## src/hdl/spr_fifo.sv

```systemverilog
// Small register queue, used for the job queue between the front and back ends and for the result queue.
`timescale 1ns / 1ps
`default_nettype none
module spr_fifo #(
  parameter int W     = 8,
  parameter int DEPTH = 4
) (
  input  wire          clk,
  input  wire          rst_n,
  input  wire          wr_en,
  input  wire  [W-1:0] wr_data,
  output logic         full,
  input  wire          rd_en,
  output logic [W-1:0] rd_data,
  output logic         empty
);
  localparam int AW = $clog2(DEPTH);
  logic [W-1:0]  mem_r [DEPTH];
  logic [AW-1:0] wp_r, rp_r;
  logic [AW:0]   cnt_r;

  assign full  = (cnt_r == (AW+1)'(DEPTH));
  assign empty = (cnt_r == '0);
  assign rd_data = mem_r[rp_r];

  always_ff @(posedge clk) begin
    if (!rst_n) begin
      wp_r <= '0; rp_r <= '0; cnt_r <= '0;
    end else begin
      if (wr_en && !full) wp_r <= (wp_r == AW'(DEPTH-1)) ? '0 : wp_r + 1'b1;
      if (rd_en && !empty) rp_r <= (rp_r == AW'(DEPTH-1)) ? '0 : rp_r + 1'b1;
      cnt_r <= cnt_r + (AW+1)'(wr_en && !full) - (AW+1)'(rd_en && !empty);
    end
    if (wr_en && !full) mem_r[wp_r] <= wr_data;
  end
endmodule
`default_nettype wire

```

## config.mk

```make
export PLATFORM = sky130hd
export DESIGN_NAME = spr_fifo
export DESIGN_NICKNAME = d
export VERILOG_FILES = /design/src/hdl/spr_fifo.sv
export SDC_FILE = /design/constraint.sdc
export NUM_CORES = 1
export LEC_CHECK = 0
export BUFFER_PORTS_ARGS = -buffer_cell sky130_fd_sc_hd__buf_2
export CORE_UTILIZATION = 45
export DETAILED_ROUTE_END_ITERATION = 6
export SYNTH_ARGS = -nofsm -noshare
export SYNTH_HDL_FRONTEND = slang
export SYNTH_SLANG_ARGS = --single-unit
```

## constraint.sdc

```tcl
create_clock -name clk -period 4 [get_ports clk]
set_input_delay 0.2 -clock clk [delete_from_list [all_inputs] [get_ports clk]]
set_output_delay 0.2 -clock clk [all_outputs]
set_load 0.05 [all_outputs]
```

Word level (Yosys, flattened, before mapping)

Memories as Yosys holds them, arrays and structs flattened. A register that Yosys moved wholly into a read port is not among the register bits.
Cells that the tools add are included.

Register bits: 7
Memory bits (writable): 32
Input bits: 12
Output and inout port bits: 10
Memories: 1

Add/subtract/negate cells: 4
Eq/ne operators: 3
Mux-type cells: 6
Reduce and logical (&&, ||, !) cells: 5

Memory list:

| memory | words | bits a word | read ports | clocked after Yosys merged registers in | wr ports | RTL line | text |
|---|---|---|---|---|---|---|---|
| mem_r  | 4     | 8           | 1          | 1                                       | 1        | 18       | `logic [W-1:0] mem_r [DEPTH];` |

Operators with widths:

| kind                  | number |
|---|---|
| $mux W2               | 4 |
| $add A2 B1 Y2 const B | 2 |
| $eq A2 B2 Y1 const B  | 2 |
| $add A3 B1 Y3         | 1 |
| $eq A3 B3 Y1 const B  | 1 |
| $logic_not A3 Y1      | 1 |
| $sub A3 B1 Y3         | 1 |
| $logic_and A1 B1 Y1   | 2 |
| $logic_not A1 Y1      | 2 |
| $mux W1               | 2 |

Depth between registers and ports, before layout

Depth in word-level cells: 5
Gate-level depth with buffers: 11
Mapped depth without buffers: 10

Worst setup path after synthesis

OpenSTA, ideal clock, no wires.

Path kind: flip-flop to flip-flop
Start: register cnt_r[2]
End: register cnt_r[2]
Data arrival time: 2286 ps
Required time: 3885 ps
Path slack: 1599 ps
Stages on the path, launching flop included: 12
Buffers on the path: 1
Path through: dfxtp_1 -> nor3b_4 -> nor2b_2 -> buf_6 -> inv_1 -> ha_1 -> inv_1 -> ha_1 -> fa_1 -> xnor2_1 -> xnor2_1 -> and2_1

Cells in the longest elaborated chain, start to end: 5
Elaborated cells between the ends (all ways): 8

RTL lines:

| item                   | RTL line | text |
|---|---|---|
| from (decl)            | 20       | `logic [AW:0] cnt_r;` |
| from (signal assigned) | 32       | `cnt_r <= cnt_r + (AW+1)'(wr_en && !full) - (AW+1)'(rd_en && !empty);` |
| $eq A3 B3 Y1           | 22       | `assign full = (cnt_r == (AW+1)'(DEPTH));` |
| named net full         | 12       | `output logic full,` |
| $logic_not A1 Y1       | 32       |  |
| $logic_and A1 B1 Y1    | 32       |  |
| $add A3 B1 Y3          | 32       |  |
| $sub A3 B1 Y3          | 32       |  |

The timed path passes the listed nets, and every way through them passes these cells.
A chain may end at the register's enable or synchronous reset.

Worst setup path after layout

Start: register cnt_r[2]
End: register cnt_r[2]

Cells in the longest elaborated chain, start to end: 5
Elaborated cells between the ends (all ways): 8

RTL lines:

| item                | RTL line |
|---|---|
| $eq A3 B3 Y1        | 22 |
| $logic_not A1 Y1    | 32 |
| $logic_and A1 B1 Y1 | 32 |
| $add A3 B1 Y3       | 32 |
| $sub A3 B1 Y3 (*)   | 32 |

Mark *: on every way between the ends. The rest lies on a longest branch, timed or not.

==> metrics.cfg <==
[clocking]
cts_sinks=41
htreeDepth=2
clk_pin_slew_ps=70
cts_buffers=5
clkLatencyLatePin_ps=290
cts_hold_buf=0
cts_resized=0
cts_setup_buffers=0
cts_tree=built
cts-root-buf=clkbuf_8
clockBufferDepth=2

[timing]
fin_crit_sh_pct=56.60
fmax_mhz=441.7
fin_tns_setup_ps=0
rsz0062_at_grt=no
fin_ws_ps=1736
relSlewSlack_pct=61.80
hold_slack_ps=120.5
fin_worst_skew_ps=3.541
fin_crit_ps=2264
setup_viol=0
drv_slew=0
worstMarginPinSlew_ps=572.2
hold_violations=0

[die]
die_h_um=62.72
rows=21
core_um2=3442
ioPinCount=22
initial_core_util_pct=48.20
dieArea_um2=3934
die_w_um=62.72

[synthesis]
synth-edff-count=32
synth_warnings=0
synth_top_area_cell=edfxtp_1
synth_fp_nets=115
syn_area_um2=1659
ys_seq_area_share_pct=68.78
yosys-top-cells-area=edfxtp_1 (58%), dfxtp_1 (11%), mux4_2 (11%)
synthFlopType=edfxtp_1
synthArstFlopShare_pct=0
synth.distinct_cells=21
synth_seq_cells=41
syn_area_per_cell_um2=17.46
yosys.cell_count.top_type=edfxtp_1
ys_top_cells_by_count=edfxtp_1 (32), dfxtp_1 (9), mux4_2 (8), ha_1 (7), inv_1 (7)
synth_top_cell_area_share_pct=57.92
netlist_instances=95

[route]
routed_wl_um=2370
first_pass_iters=4
drc=0
routed_via_density=4.928
wl_per_cell_um=14.28
vias=818
drt_iter0_markers=31
final_antenna_net_count=0

[global_route]
grt_pass1_vias=816
antenna_found_initial=0
grtUsageTotal_pct=14.28
grt_max_degree=14
grt_pass1_wl_um=3912
grt_overflow=0

[placed_design]
gp_congestion=0.6512
dp_hpwl_um=1629
portBuffers=21
post-place-ws_ps=1713

[worst_setup_path]
worstRegToRegCells=10
end_kind=flip-flop
worst-r2r-setup-slack_ps=1740
required_ps=4190
cp.arrival_ps=2450
path_max_fanout=7
r2r-start=cnt_r[2]
start_kind=flip-flop
timing.rr.end=cnt_r[2]
worstSetupPathType=flip-flop to flip-flop

[hold_path]
min_path_type=primary input to flip-flop
hp-start=wr_data[6]
hold_depth=1
holdPathEnd=mem_r[1][6]

[finish]
fin_nets=139
nFillCells=283
num_antenna_cells=0
synthToLayoutAreaGrowth_pct=13.57
layout-drive-gt1-share_pct=35.83

[power_and_ir_drop]
vdd_drop_max_uv=494.5
power.leakage_uw=0.0006942
powerDensity_nw_per_um2=654.8

[status]
outcome=finished, final reports clean

[run]
drv_cap=0

## per-layer routing
metal  wire length [um]  track usage, %
met2               1193           22.69
met3                104           4.927
met1               1017           16.60
met5                  0               0
met4                 55           8.721
## worst max path at each step
stage	start	end	slack (ps)	cells past startpoint
after floorplan	cnt_r[2]	cnt_r[2]	1600	11
after global placement	cnt_r[2]	cnt_r[2]	1750	10
after detailed placement	cnt_r[2]	cnt_r[2]	1710	10
after CTS	cnt_r[2]	cnt_r[2]	1700	10
after global routing	cnt_r[0]	cnt_r[2]	1570	10
final	cnt_r[2]	cnt_r[2]	1740	10
## power breakdown
| part | switching, uW | internal [uW] |
|---|---|---|
| registers | 55.1 | 523 |
| logic | 256 | 145 |
| clock network | 135 | 120 |
## cell usage in the layout, fill, tap and decap left out
cell	count
nand2_1	6
and2_1	4
edfxtp_1	32
clkinv_2	2
fa_1	1
dfxtp_1	9
inv_1	7
mux2i_1	2
o21ai_0	2
nor3b_4	1
clkbuf_8	5
nand3_1	2
and2_2	3
buf_2	21
nor2b_2	1
o31ai_2	1
nor3_1	1
ha_1	7
mux4_2	8
nor2_1	2
clkinvlp_4	1
xnor2_1	2
## flip-flops by register name (all words and copies together) (netlist names), named ones only
| name | count |
|---|---|
| rp_r | 2 |
| cnt_r | 3 |
| mem_r | 32 |
| wp_r | 2 |
## critical path, stage by stage (launching register included)
cell	delay (ps)
dfxtp_1	360
nor3b_4	170
nor2b_2	270
inv_1	90
ha_1	280
inv_1	40
ha_1	180
fa_1	370
xnor2_1	140
xnor2_1	120
and2_1	150
## through the flow
stage | area (um^2) | total power [uW] | std cells | util, %
6_report | 1884 | 1234 | 166 | 54.74
5_1_grt | 1884 | 1306 | 166 | 54.74
4_1_cts | 1884 | 1256 | 166 | 54.74
3_5_place_dp | 1798 | 996.7 | 158 | 52.24
3_3_place_gp | 1798 | 987.0 | 158 | 52.24
2_1_floorplan | 1659 | 914.7 | 95 | -
## cells by family (layout without fill, tap and decap cells)
kind of cell	after synthesis	count (layout)	synth area share (%)
adders and majority gates	8	8	6.485
muxes	10	10	12.07
DFF	41	41	68.78
and+or+nand+nor	20	20	7.240
xor gates and xnor gates	2	2	1.056
buffers and inverters	11	36	3.017
AOI/OAI and AO/OA	3	3	1.357
## layout make-up
| cell class | count | area, um^2 | share of cell area (%) |
|---|---|---|---|
| timing repair buffer | 21 | 105.1 | 5.578 |
| sequential | 41 | 1141 | 60.56 |
| inverter | 7 | 26.28 | 1.394 |
| tap | 46 | 57.56 | 3.054 |
| clock inverter | 3 | 17.52 | 0.9296 |
| multi-input combinational | 43 | 467.9 | 24.83 |
| clock buffer | 5 | 68.82 | 3.652 |
Note: power is estimated with default switching activity, not from simulation.
