--- src/hdl/spr_pkg.sv ---
// Package: shared types, constants and the arctangent table for the reachability check.
`timescale 1ns / 1ps
`default_nettype none
package spr_pkg;

  localparam int COORD_WIDTH_DEF  = 15;
  localparam int CORDIC_STEPS_DEF = 16;
  localparam int ARM_W            = 13;
  localparam int MODE_W           = 8;
  localparam int CFG_IDX_W        = 2;
  localparam int ANG_W            = 24;
  localparam int DP_W             = 66;

  localparam logic [ARM_W-1:0] ARM_RESET  = 13'd3200;
  localparam logic [7:0]       MODE_MAX   = 8'd3;
  localparam logic [31:0]      RADIUS_SQ_LIMIT = 32'd40960000;
  localparam int               Z_LOW      = 160;
  localparam int               Z_HIGH     = 3760;
  localparam logic [ANG_W-1:0] J1_LIMIT   = 24'd91506;
  localparam logic [ANG_W-1:0] J2_LIMIT   = 24'd154416;
  localparam logic [ANG_W-1:0] HALF_PI_Q16 = 24'd102944;
  localparam logic [16:0]      GAIN_INV_Q16 = 17'd39797;
  localparam int               NORM_BIT   = 40;

  typedef enum logic [1:0] {
    CFG_INNER = 2'd0,
    CFG_OUTER = 2'd1,
    CFG_HAND  = 2'd2
  } cfg_idx_t;

  typedef enum logic [2:0] {
    RSN_OK     = 3'd0,
    RSN_MODE   = 3'd1,
    RSN_RADIUS = 3'd2,
    RSN_Z      = 3'd3,
    RSN_JOINT  = 3'd4
  } reason_t;

  // classified job handed from front to back
  typedef struct packed {
    logic              need_ik;
    reason_t           reason;
    logic signed [24:0] x;
    logic signed [24:0] y;
    logic [48:0]       r2;
  } job_t;

  typedef struct packed {
    logic    valid_res;
    reason_t reason;
  } res_t;

  typedef enum logic [3:0] {
    BK_IDLE, BK_MUL, BK_CHK, BK_SQRT, BK_AT_A, BK_AT_P, BK_J1,
    BK_ROT, BK_AT_E, BK_J2, BK_DONE
  } bk_state_t;

  function automatic logic [ANG_W-1:0] atan_tab(input logic [4:0] i);
    logic [ANG_W-1:0] v;
    begin
      case (i)
        5'd0: v = 24'd51472;  5'd1: v = 24'd30386;  5'd2: v = 24'd16055;
        5'd3: v = 24'd8150;   5'd4: v = 24'd4091;   5'd5: v = 24'd2047;
        5'd6: v = 24'd1024;   5'd7: v = 24'd512;    5'd8: v = 24'd256;
        5'd9: v = 24'd128;    5'd10: v = 24'd64;    5'd11: v = 24'd32;
        5'd12: v = 24'd16;    5'd13: v = 24'd8;     5'd14: v = 24'd4;
        5'd15: v = 24'd2;     5'd16: v = 24'd1;
        default: v = '0;
      endcase
      return v;
    end
  endfunction

endpackage
`default_nettype wire

--- src/hdl/spr_front.sv ---
// Front end: sign extension, mode, radius and height checks.
`timescale 1ns / 1ps
`default_nettype none
module spr_front #(
  parameter int COORD_WIDTH = spr_pkg::COORD_WIDTH_DEF
) (
  input  wire                          clk,
  input  wire                          rst_n,
  input  wire                          in_push,
  output logic                         in_full,
  input  wire  [spr_pkg::MODE_W-1:0]   in_mode,
  input  wire  [COORD_WIDTH-1:0]       in_target_x,
  input  wire  [COORD_WIDTH-1:0]       in_target_y,
  input  wire  [COORD_WIDTH-1:0]       in_target_z,
  output logic                         job_valid,
  input  wire                          job_ready,
  output spr_pkg::job_t                job
);
  import spr_pkg::*;

  // stage 1: capture and square
  logic               s1_v_r;
  logic [MODE_W-1:0]  s1_mode_r;
  logic signed [24:0] s1_x_r, s1_y_r, s1_z_r;
  // stage 2: classify
  logic               s2_v_r;
  job_t               s2_job_r;
  logic [48:0]        xx, yy, r2;
  logic               adv2, adv1;
  reason_t            rsn;

  assign adv2 = !s2_v_r || job_ready;
  assign adv1 = !s1_v_r || adv2;
  assign in_full = !adv1;

  assign xx = 49'($signed(s1_x_r) * $signed(s1_x_r));
  assign yy = 49'($signed(s1_y_r) * $signed(s1_y_r));
  assign r2 = xx + yy;

  always_comb begin
    if (s1_mode_r > MODE_MAX)                    rsn = RSN_MODE;
    else if (r2 >= 49'(RADIUS_SQ_LIMIT))         rsn = RSN_RADIUS;
    else if (!(s1_z_r > 25'(Z_LOW) && s1_z_r < 25'(Z_HIGH))) rsn = RSN_Z;
    else                                          rsn = RSN_OK;
  end

  always_ff @(posedge clk) begin
    if (!rst_n) begin
      s1_v_r <= 1'b0;
      s2_v_r <= 1'b0;
    end else begin
      if (adv1) s1_v_r <= in_push;
      if (adv2) s2_v_r <= s1_v_r;
    end
    if (adv1 && in_push) begin
      s1_mode_r <= in_mode;
      s1_x_r <= 25'($signed(in_target_x));
      s1_y_r <= 25'($signed(in_target_y));
      s1_z_r <= 25'($signed(in_target_z));
    end
    if (adv2 && s1_v_r) begin
      s2_job_r.need_ik <= (rsn == RSN_OK);
      s2_job_r.reason  <= rsn;
      s2_job_r.x       <= s1_x_r;
      s2_job_r.y       <= s1_y_r;
      s2_job_r.r2      <= r2;
    end
  end

  assign job_valid = s2_v_r;
  assign job = s2_job_r;
endmodule
`default_nettype wire

--- config.mk ---
export PLATFORM = sky130hd
export DESIGN_NAME = spr_front
export DESIGN_NICKNAME = d
export VERILOG_FILES = /design/src/hdl/spr_pkg.sv /design/src/hdl/spr_front.sv
export SDC_FILE = /design/constraint.sdc
export NUM_CORES = 1
export LEC_CHECK = 0
export BUFFER_PORTS_ARGS = -buffer_cell sky130_fd_sc_hd__buf_2
export CORE_MARGIN = 1.5
export CORE_UTILIZATION = 40
export DETAILED_ROUTE_END_ITERATION = 8
export HOLD_SLACK_MARGIN = 0.05
export PLACE_DENSITY_LB_ADDON = 0.3
export SKIP_LAST_GASP = 1
export SLEW_MARGIN = 20
export SYNTH_ARGS = -nofsm -noshare
export SYNTH_HDL_FRONTEND = slang
export SYNTH_SLANG_ARGS = --single-unit
--- constraint.sdc ---
create_clock -name clk -period 9 [get_ports clk]
set_input_delay 0.9 -clock clk [delete_from_list [all_inputs] [get_ports clk]]
set_output_delay 0.9 -clock clk [all_outputs]
set_load 0.02 [all_outputs]
* Yosys cells after proc, flatten, opt, wreduce, memory -nomap -nowiden *
Cells that the tools add are included.

word-level totals
  register bits after elaboration = 138
  input bits = 57
  output and inout bits = 105
  logic and storage cells = 30

cells by class
  $add $sub $neg = 1
  $mul = 2
  order comparisons = 4
  multiplexer cells = 3
  reduce and logical (&&, ||, !) cells = 9

operators with widths
  operator                                                                         count
  15-bit by 15-bit multiplier with 30-bit output                                   2
  49-bit by 26-bit >= comparator with 1-bit output (second input constant)         1
  30-bit by 30-bit adder with 31-bit output                                        1
  15-bit by 9-bit > comparator with 1-bit output (second input constant)           1
  15-bit by 13-bit less-than comparator with 1-bit output (second input constant)  1
  8-bit by 2-bit > comparator with 1-bit output (second input constant)            1
  2-bit 2-to-1 mux                                                                 3
  1-bit logical AND                                                                3
  1-bit logical NOT                                                                3
  3-bit logical NOT                                                                1
  1-bit logical OR                                                                 2

* Longest topological paths before layout *
Gate-level depths: netlist (run 1).

  word-level depth = 6
  mapped depth = 29
  mapped depth without buffers = 28

* Worst setup path after synthesis (run 1) *
OpenSTA, ideal clock, no wires.

  kind = reg2reg
  start point = reg s1_y_r[14] (netlist name)
  end point = reg s2_job_r (netlist bit job[100]) (data pin)
  library setup time = 255 ps
  arrival time = 7,868 ps
  data required time = 8,745 ps
  slack = 877 ps
  stages on the path, launching flop included = 26
  buffers on the path = 1
  period minus slack after synthesis = 8,123 ps
  cell sequence = edfxtp_1 clkbuf_1 nand2_1 fa_1 inv_1 fa_1 inv_1 fa_1 inv_1 fa_1 fa_1 fa_1 fa_1 inv_1 fa_1 inv_1 ha_1 a21oi_1 o21ai_1 a21o_1 a211oi_1 o21bai_1 or3_4 a2111oi_4 o2111ai_1 nor2b_4

on the way
  longest elaborated chain between the ends = 5

ends and longest elaborated chain
  element                                           RTL line         text
  15-bit by 15-bit multiplier with 30-bit output    spr_front.sv:37  assign yy = 49'($signed(s1_y_r) * $signed(s1_y_r));
  30-bit by 30-bit adder with 31-bit output         spr_front.sv:38  assign r2 = xx + yy;
  49-bit by 26-bit >= comparator with 1-bit output  spr_front.sv:42  else if (r2 >= 49'(RADIUS_SQ_LIMIT)) rsn = RSN_RADIUS;
  2-bit 2-to-1 mux                                  spr_front.sv:42
  2-bit 2-to-1 mux                                  spr_front.sv:41  if (s1_mode_r > MODE_MAX) rsn = RSN_MODE;
  named net rsn[1]                                  spr_front.sv:30  reason_t rsn;
  end, declared                                     spr_front.sv:27  job_t s2_job_r;

The timed path passes the listed nets, and every way through them passes these cells.
A chain may end at the register's enable or synchronous reset.

* Worst setup path in the final report (run 1) *
  start point = reg s1_y_r[14] (netlist name)
  end point = reg s2_job_r (netlist bit job[100]) (data pin)

on the way
  longest elaborated chain between the ends = 5

ends and longest elaborated chain
  element                                           RTL line         text
  15-bit by 15-bit multiplier with 30-bit output    spr_front.sv:37
  30-bit by 30-bit adder with 31-bit output         spr_front.sv:38
  named net r2[24]                                  spr_front.sv:28  logic [48:0] xx, yy, r2;
  49-bit by 26-bit >= comparator with 1-bit output  spr_front.sv:42
  2-bit 2-to-1 mux                                  spr_front.sv:42
  2-bit 2-to-1 mux                                  spr_front.sv:41
  named net rsn[1]                                  spr_front.sv:30

The timed path passes the listed nets, and every way through them passes these cells.

==> flow_summary.yaml, run 1 <==
status:
  status: "completed"
timing:
  finalCritPeriodShare_pct: 94.1
  setup_viol: 0
  fmax_mhz: 118
  period_minus_slack_ps: 8470
  setup_tns_ps: 0
  tightest_slew_ps: 978
  max_slew_margin_pct: 34.7
  final_max_slew_viol_count: 0
  final.setup_skew_ps: 18.3
  rsz0062_at_grt: "false"
  hold_viol_final: 0
logic_synthesis:
  synthesis.nets: 2499
  synth_warnings: 0
  ys_seq_area_share_pct: 17.6
  synthCells: 1846
  synthFlopType: "edfxtp_1"
  synth-edff-count: 115
  synth.distinct_cells: 55
  synthArstFlopShare_pct: 0
  syn_area_um2: 19800
  syn_avg_cell_area_um2: 10.7
  ys_seq_elements: 117
placed_design:
  dpl.hpwl_um: 36600
  io_buffers: 158
  place_congestion: 0.857
floorplanning:
  rows: 81
  coreArea_um2: 49000
  io-pin-count: 162
  die_x_um: 226
  dieArea_um2: 50900
  fp.dieH_um: 226
  start_util_pct: 40.5
critical_path:
  cp_data_arrival_time_ps: 8700
  r2r_cells: 26
  r2r-end: "job[100]"
  rrSetupSlack_ps: 530
  cp-end-kind: "flop"
  path_class: "reg2reg"
  worst_setup_path_start_kind: "flop"
  reg2reg_from: "s1_y_r[14]"
  worstPathRequired_ps: 9220
  critPathMaxFanout: 8
clock_tree:
  numCtsBuffers: 17
  clk_pin_slew_ps: 70
  cts.path.max_buffers: 2
  h-tree-depth: 4
  cts_tree: "yes"
  clk_latency_ps: 480
  hold_buffers: 0
  cts.sinks: 117
  cts_root_buf: "clkbuf_16"
route:
  vias: 12300
  drt-total-wl_um: 42300
  wire_per_inst_um: 15.9
  ant_nets: 0
  drc: 0
  drt-pass1-iter-count: 5
  drt_iter0_drc: 508
  viasPerCell: 4.62
layout:
  drive_above_1_share_pct: 12.1
  n_antenna_cell: 0
  final_nets: 2631
  syn_to_final_growth_pct: 10.4
run:
  maxCapViolations: 0
min_path:
  hold_end: "job_valid"
  min_from: "s1_v_r"
  hold_depth: 1
  hold_path.class: "reg2reg"
global_routing:
  antenna_found_initial: 1
  grt.overflow.total: 0
  grt_pass1_wl_um: 69900
  grt_pass1_vias: 13800
  grt_usage_pct: 18.4
  grt_max_degree: 52
kinds of logic (layout without fill, tap and decap cells):
family	after synthesis	after routing	share of synthesized area, %
compound gates	97	97	3.57
buf+inv	658	803	13.2
mux	3	3	0.158
xor+xnor	51	51	2.25
fa+ha+maj	596	596	55.0
other cells	1	1	0.0189
flops	117	117	17.6
simple gates	323	323	8.14
metal layers:
layer | vias up | global-route usage (%) | share of wire [%]
met3 | 45 | 2.84 | 3.4
met2 | 187 | 33.9 | 55
li1 | 5615 | - | -
met1 | 6425 | 21.8 | 39
met5 | - | 0 | 0
met4 | 0 | 5.95 | 2.4
sequential cells by signal (all words and copies together) (netlist names):
name       flops
job           64
s1_x_r        15
s1_y_r        15
s1_z_r        15
s1_mode_r      6
job_valid      1
s1_v_r         1
worst max-delay path by stage:
stage | startpoint | to | slack [ps] | cells after the start
after detailed placement | s1_x_r[3] | job[100] | 510 | 24
after floorplan | s1_y_r[14] | job[100] | 880 | 25
after global routing | s1_x_r[14] | job[100] | 60 | 24
after global placement | s1_x_r[3] | job[100] | 620 | 24
after CTS | s1_x_r[3] | job[100] | 490 | 24
final | s1_y_r[14] | job[100] | 530 | 26
cells in the final DEF (no fill, tap or decap), types with 7 or more instances in the layout:
| master | instances |
|---|---|
| clkbuf_16 | 17 |
| fa_1 | 459 |
| nand3_1 | 7 |
| inv_1 | 579 |
| xor2_1 | 12 |
| nand2b_1 | 9 |
| a21oi_1 | 23 |
| xnor2_1 | 39 |
| ha_1 | 137 |
| and2_1 | 90 |
| nor2_1 | 38 |
| a21o_1 | 14 |
| edfxtp_1 | 115 |
| nor3_1 | 9 |
| buf_4 | 34 |
| nor2b_1 | 26 |
| o21ai_0 | 11 |
| buf_2 | 158 |
| nand2_1 | 125 |
| o21bai_1 | 9 |
metrics by stage:
step                setup slack [ps]  hold WS, ps  cell area (µm²)  instances  utilization [%]
floorplan                        877          439            19800       1846                -
global placement                 621          470            21300       2623             43.4
detailed placement               509          486            21300       2623             43.4
CTS                              491          510            21900       2655             44.7
global route                    64.1          550            21900       2655             44.7
finish                           527          509            21900       2655             44.7
worst max-delay path: stages (launching register included):
cell and delay [ps]:
edfxtp_1 640, buf_4 280, and2_1 180, inv_1 70, fa_1 550, inv_1 60
fa_1 510, inv_1 100, fa_1 490, inv_1 50, fa_1 550, fa_1 440
fa_1 460, fa_1 550, inv_1 70, fa_1 490, inv_1 40, ha_1 340
a21oi_1 410, nand3_1 180, a21o_1 200, a311o_1 390, a211oi_1 220, nor3_1 100
a311oi_1 450, o2111ai_1 210, nor2b_4 170
synthesized netlist by cell type (all sizes together) (3+ instances only):
master / number / area, µm²
inv: 579 / 2170
fa: 459 / 9190
ha: 137 / 1710
nand2: 125 / 469
edfxtp: 115 / 3450
and2: 91 / 572
clkbuf: 40 / 150
buf: 39 / 293
xnor2: 39 / 342
nor2: 38 / 143
nor2b: 29 / 189
a21oi: 24 / 120
a21o: 14 / 105
o21ai: 14 / 70.1
xor2: 12 / 105
nor3: 10 / 50.1
nand2b: 9 / 56.3
o21bai: 9 / 67.6
nand3: 7 / 35.0
o21a: 6 / 45.0
a311oi: 5 / 61.3
and3: 4 / 25.0
a211oi: 3 / 22.5
a311o: 3 / 30.0
o31ai: 3 / 22.5
what timing repair did:
action | in CTS | in global routing
hold endpoints to repair | 0 | 0
setup buffers | 0 | 0
resized for setup | 0 | 2
setup endpoints to repair | 0 | 3
final cells by class:
cell class / instances / area, µm²
Clock buffer: 17 / 425
Sequential cell: 117 / 3490
Tap cell: 664 / 831
Timing Repair Buffer: 192 / 1050
Fill cell: 4644 / 27100
Clock inverter: 15 / 179
Inverter: 579 / 2170
Multi-Input combinational cell: 1071 / 13700
Power of run 1 is not shown: default switching activity piles up to over one toggle a cycle in this logic, so the estimate is an artifact.
==> run 2: changes to the inputs <==
--- a/config.mk
+++ b/config.mk
@@ -6,5 +6,7 @@
 export NUM_CORES = 1
 export LEC_CHECK = 0
-export BUFFER_PORTS_ARGS = -buffer_cell sky130_fd_sc_hd__buf_2
+export BUFFER_PORTS_ARGS = -buffer_cell sky130_fd_sc_hd__clkbuf_2
+export CELL_PAD_IN_SITES_DETAIL_PLACEMENT = 0
+export CELL_PAD_IN_SITES_GLOBAL_PLACEMENT = 2
 export CORE_MARGIN = 1.5
 export CORE_UTILIZATION = 40
==> constraint.sdc (replaced) <==
create_clock -name clk -period 9 [get_ports clk]
set_input_delay 1.8 -clock clk [delete_from_list [all_inputs] [get_ports clk]]
set_output_delay 1.8 -clock clk [all_outputs]
set_load 0.02 [all_outputs]
==> run 2 against run 1 <==
Compared with the run above: hold slack got worse by 21 ps; via count decreased by 2.3%; utilization up 0.41 points; global-route usage increased by 1.2 points; fmax rose by 0.57%; critical path type unchanged.
==> flow_summary.yaml, run 2 (synthesized netlist as in run 1, its figures left out) <==
timing:
  setup_viol: 0
  max_slew_margin_pct: 38.2
  period_minus_slack_ps: 8420
  hold_viol_final: 0
  fmax_mhz: 119
  setup_tns_ps: 0
  finalCritPeriodShare_pct: 93.6
  setup_ws_ps: 576
  final_max_slew_viol_count: 0
  rsz0062_at_grt: "false"
  tightest_slew_ps: 927
  final.setup_skew_ps: 31.3
layout:
  seq_area_um2: 3490
  multi_input_area_um2: 13700
  syn_to_final_growth_pct: 11.4
  final_cell_mix: "inv_1 (579), fa_1 (459), clkbuf_2 (158), ha_1 (137), nand2_1 (125)"
  fillers: 4652
  layout_commonest_cell: "inv_1"
  final_nets: 2661
  final_util_pct: 45.1
  drive_above_1_share_pct: 13.2
  fin_area_um2: 22100
  largest_reg_flops: 64
  n_antenna_cell: 0
min_path:
  hold_end: "job_valid"
  hold_path.class: "reg2reg"
  min_from: "s1_v_r"
  hold_depth: 1
clock_tree:
  cts_root_buf: "clkbuf_16"
  postCtsSetupRepairBufs: 0
  h-tree-depth: 4
  cts_tree: "yes"
  cts.path.max_buffers: 2
  hold_buffers: 0
  clk_pin_slew_ps: 60
  cts.sinks: 117
  clk_latency_ps: 490
  cts-resized-gates: 0
  numCtsBuffers: 17
global_routing:
  grt_max_degree: 65
  grt_pass1_wl_um: 74000
  grt_pass1_vias: 13300
  grt_usage_pct: 19.5
  antenna_found_initial: 0
  grt.overflow.total: 0
route:
  drt_iter0_drc: 389
  viasPerCell: 4.47
  wire_per_inst_um: 16.7
  drt-total-wl_um: 44700
  vias: 12000
  drt-pass1-iter-count: 5
  ant_nets: 0
  drc: 0
floorplanning:
  start_util_pct: 40.5
  coreArea_um2: 49000
  rows: 81
  io-pin-count: 162
  die_x_um: 226
  dieArea_um2: 50900
  fp.dieH_um: 226
critical_path:
  critPathMaxFanout: 11
  r2r_cells: 25
  cp-end-kind: "flop"
  worstPathRequired_ps: 9220
  path_class: "reg2reg"
  worst_setup_path_start_kind: "flop"
  r2r-end: "job[100]"
  reg2reg_from: "s1_x_r[3]"
  cp_data_arrival_time_ps: 8650
  rrSetupSlack_ps: 580
placed_design:
  dpl.hpwl_um: 38900
  io_buffers: 158
  detailedPlace.worstSlack_ps: 485
  dpl_cell_area_um2: 21500
  place_congestion: 0.855
status:
  status: "completed"
run:
  maxCapViolations: 0
run 2: cell count changes in the layout (fill, tap and decap cells not counted), moves of 2 or more:
cell        delta
clkinvlp_4     +3
inv_6          -2
clkbuf_2     +158
clkinv_4       +3
inv_8          -4
buf_4         +29
clkinv_8       -5
bufinv_16      +2
buf_2        -158
run 2: final cells by class:
type                    count  area share (%)
clock buffers              17            1.93
clock inverters            14           0.691
inverters                 579            9.84
multi-input cells        1071            62.1
flip-flops and latches    117            15.8
well taps                 664            3.76
repair buffers            222            5.81
run 2: metal layers:
layer | up-vias | part of all wire (%) | routed length (µm) | GRT usage (%)
met5 | - | 0 | 0 | 0
met4 | 0 | 1.2 | 559 | 4.42
met3 | 27 | 3.7 | 1670 | 3.46
met2 | 188 | 48 | 21300 | 31.2
met1 | 6102 | 47 | 21200 | 27.8
li1 | 5673 | - | - | -
run 2: metrics by stage:
step	hold WS [ps]	std cells
floorplan	439	1846
global placement	467	2653
detailed placement	475	2653
CTS	493	2684
global route	530	2684
finish	488	2684
run 2: worst max-delay path, cell delays in order, from the launching register on:
cell	delay (ps)
edfxtp_1	660
nand2_1	260
inv_1	90
fa_1	680
inv_1	120
fa_1	510
inv_1	60
fa_1	430
fa_1	470
fa_1	520
fa_1	510
fa_1	560
inv_1	70
fa_1	500
inv_1	50
ha_1	280
a21oi_1	420
nand3_1	210
a21o_1	210
a311o_1	400
a21oi_1	170
nor3_1	100
buf_4	150
a2111oi_4	340
o2111ai_1	200
nor2b_4	180
run 2: worst max-delay path by stage:
stage                           from  cells after the start       end  slack (ps)
final                      s1_x_r[3]                     25  job[100]         580
after global routing      s1_x_r[14]                     24  job[100]         100
after CTS                 s1_x_r[14]                     25  job[100]         450
after detailed placement   s1_x_r[3]                     25  job[100]         490
after global placement     s1_x_r[3]                     25  job[100]         500
after floorplan           s1_y_r[14]                     25  job[100]         880
Power of run 2 is left out for the same reason.
==> run 3: changes to the inputs <==
CAP_MARGIN = 25   (was unset)
CORE_UTILIZATION = 25   (was 40)
==> run 3 against run 2 <==
Compared with the run above: highest routed layer unchanged; non-clock buffer count shrank 7; flip-flop and latch count unchanged; critical endpoint unchanged; clock-buffer cell count unchanged; utilization down 16 points.
==> flow_summary.yaml, run 3 (synthesized netlist as in run 1, its figures left out) <==
floorplanning:
  die_x_um: 285
  coreArea_um2: 78700
  fp.dieH_um: 285
  start_util_pct: 25.2
  rows: 103
  io-pin-count: 162
  dieArea_um2: 81000
placed_design:
  place_congestion: 0.804
  detailedPlace.worstSlack_ps: 541
  dpl.hpwl_um: 43800
  io_buffers: 158
clock_tree:
  h-tree-depth: 4
  postCtsSetupRepairBufs: 0
  cts_root_buf: "clkbuf_16"
  cts-resized-gates: 0
  cts.path.max_buffers: 2
  clk_pin_slew_ps: 70
  hold_buffers: 0
  cts_tree: "yes"
  cts.sinks: 117
  numCtsBuffers: 17
  clk_latency_ps: 490
route:
  vias: 12000
  drc: 0
  drt-pass1-iter-count: 4
  ant_nets: 0
  drt_iter0_drc: 488
  drt-total-wl_um: 50200
  wire_per_inst_um: 16.4
  viasPerCell: 3.93
timing:
  hold_viol_final: 0
  whs_ps: 502
  fmax_mhz: 119
  setup_viol: 0
  period_minus_slack_ps: 8420
  finalCritPeriodShare_pct: 93.5
  tightest_slew_ps: 820
  setup_tns_ps: 0
  final_max_slew_viol_count: 0
  max_slew_margin_pct: 45.3
  rsz0062_at_grt: "false"
  setup_ws_ps: 581
  final.setup_skew_ps: 19.2
critical_path:
  worst_setup_path_start_kind: "flop"
  max_stage_delay_ps: 730
  critPathMaxFanout: 18
  cp-end-kind: "flop"
  path_class: "reg2reg"
  cp_slowest_cell: "fa_1"
  cp_data_arrival_time_ps: 8650
  crit_top_cell: "fa_1"
  worstPathRequired_ps: 9230
global_routing:
  use_met2_pct: 21.8
  grtUsageMet1_pct: 18.0
  grt_pass1_wl_um: 81500
  grt_usage_pct: 13.4
  grt.busiest_layer: "met2"
  antenna_found_initial: 1
  grtUsageMet3_pct: 2.54
  grt_pass1_vias: 13900
  grt_max_degree: 65
  grt.overflow.total: 0
layout:
  final_cell_mix: "inv_1 (579), fa_1 (459), clkbuf_2 (158), ha_1 (137), nand2_1 (125)"
  largest_reg_flops: 64
  fillers: 8261
  final_util_pct: 28.6
  multi_input_area_um2: 13700
  layout_commonest_cell: "inv_1"
  final_nets: 2654
  drive_above_1_share_pct: 13.0
  seq_area_um2: 3490
  syn_to_final_growth_pct: 13.8
status:
  status: "completed"
min_path:
  hold_path.class: "reg2reg"
run:
  maxCapViolations: 0
[run 3: changes by cell type in the layout (fill, tap and decap cells not counted), sizes merged]
cell      change
buf           -7
inv           +6
diode         +1
clkinvlp      -1
clkinv        -4
[run 3: area by class of cell]
cell class	count	area share (%)
multi-input combinational	1071	60.9
sequential	117	15.5
inverter	579	9.64
tap	1050	5.83
timing repair buffer	215	5.46
clock buffer	17	1.89
clock inverter	15	0.805
antenna	1	0.0111
[run 3: path summary, 6_finish.rpt]
kind	start	endpoint	slack [ps]	cells past startpoint
setup / recovery	s1_y_r[14]	job[100]	580	25
hold / removal	s1_v_r	job_valid	500	1
hold reg to reg	s1_v_r	job_valid	500	1
setup reg to reg	s1_y_r[14]	job[100]	580	25
[run 3: layer usage]
metal | vias up | wire length (µm)
met4 | 0 | 902
met1 | 6181 | 23400
met2 | 157 | 23900
li1 | 5666 | -
met5 | - | 0
met3 | 37 | 1880
[run 3: stage by stage]
| stage | std cells | cell area, µm² |
|---|---|---|
| detailed placement | 3031 | 21900 |
| global placement | 3031 | 21900 |
| CTS | 3063 | 22500 |
| global route | 3064 | 22500 |
| floorplan | 1846 | 19800 |
| finish | 3065 | 22500 |
[run 3: worst max-delay path: cells and delay by family (launching register included)]
family / cells / cell delay, ps
simple gates: 4 / 910
compound gates: 6 / 1200
buf+inv: 6 / 680
flops: 1 / 690
fa+ha+maj: 9 / 4660
Power of run 3 is left out for the same reason.
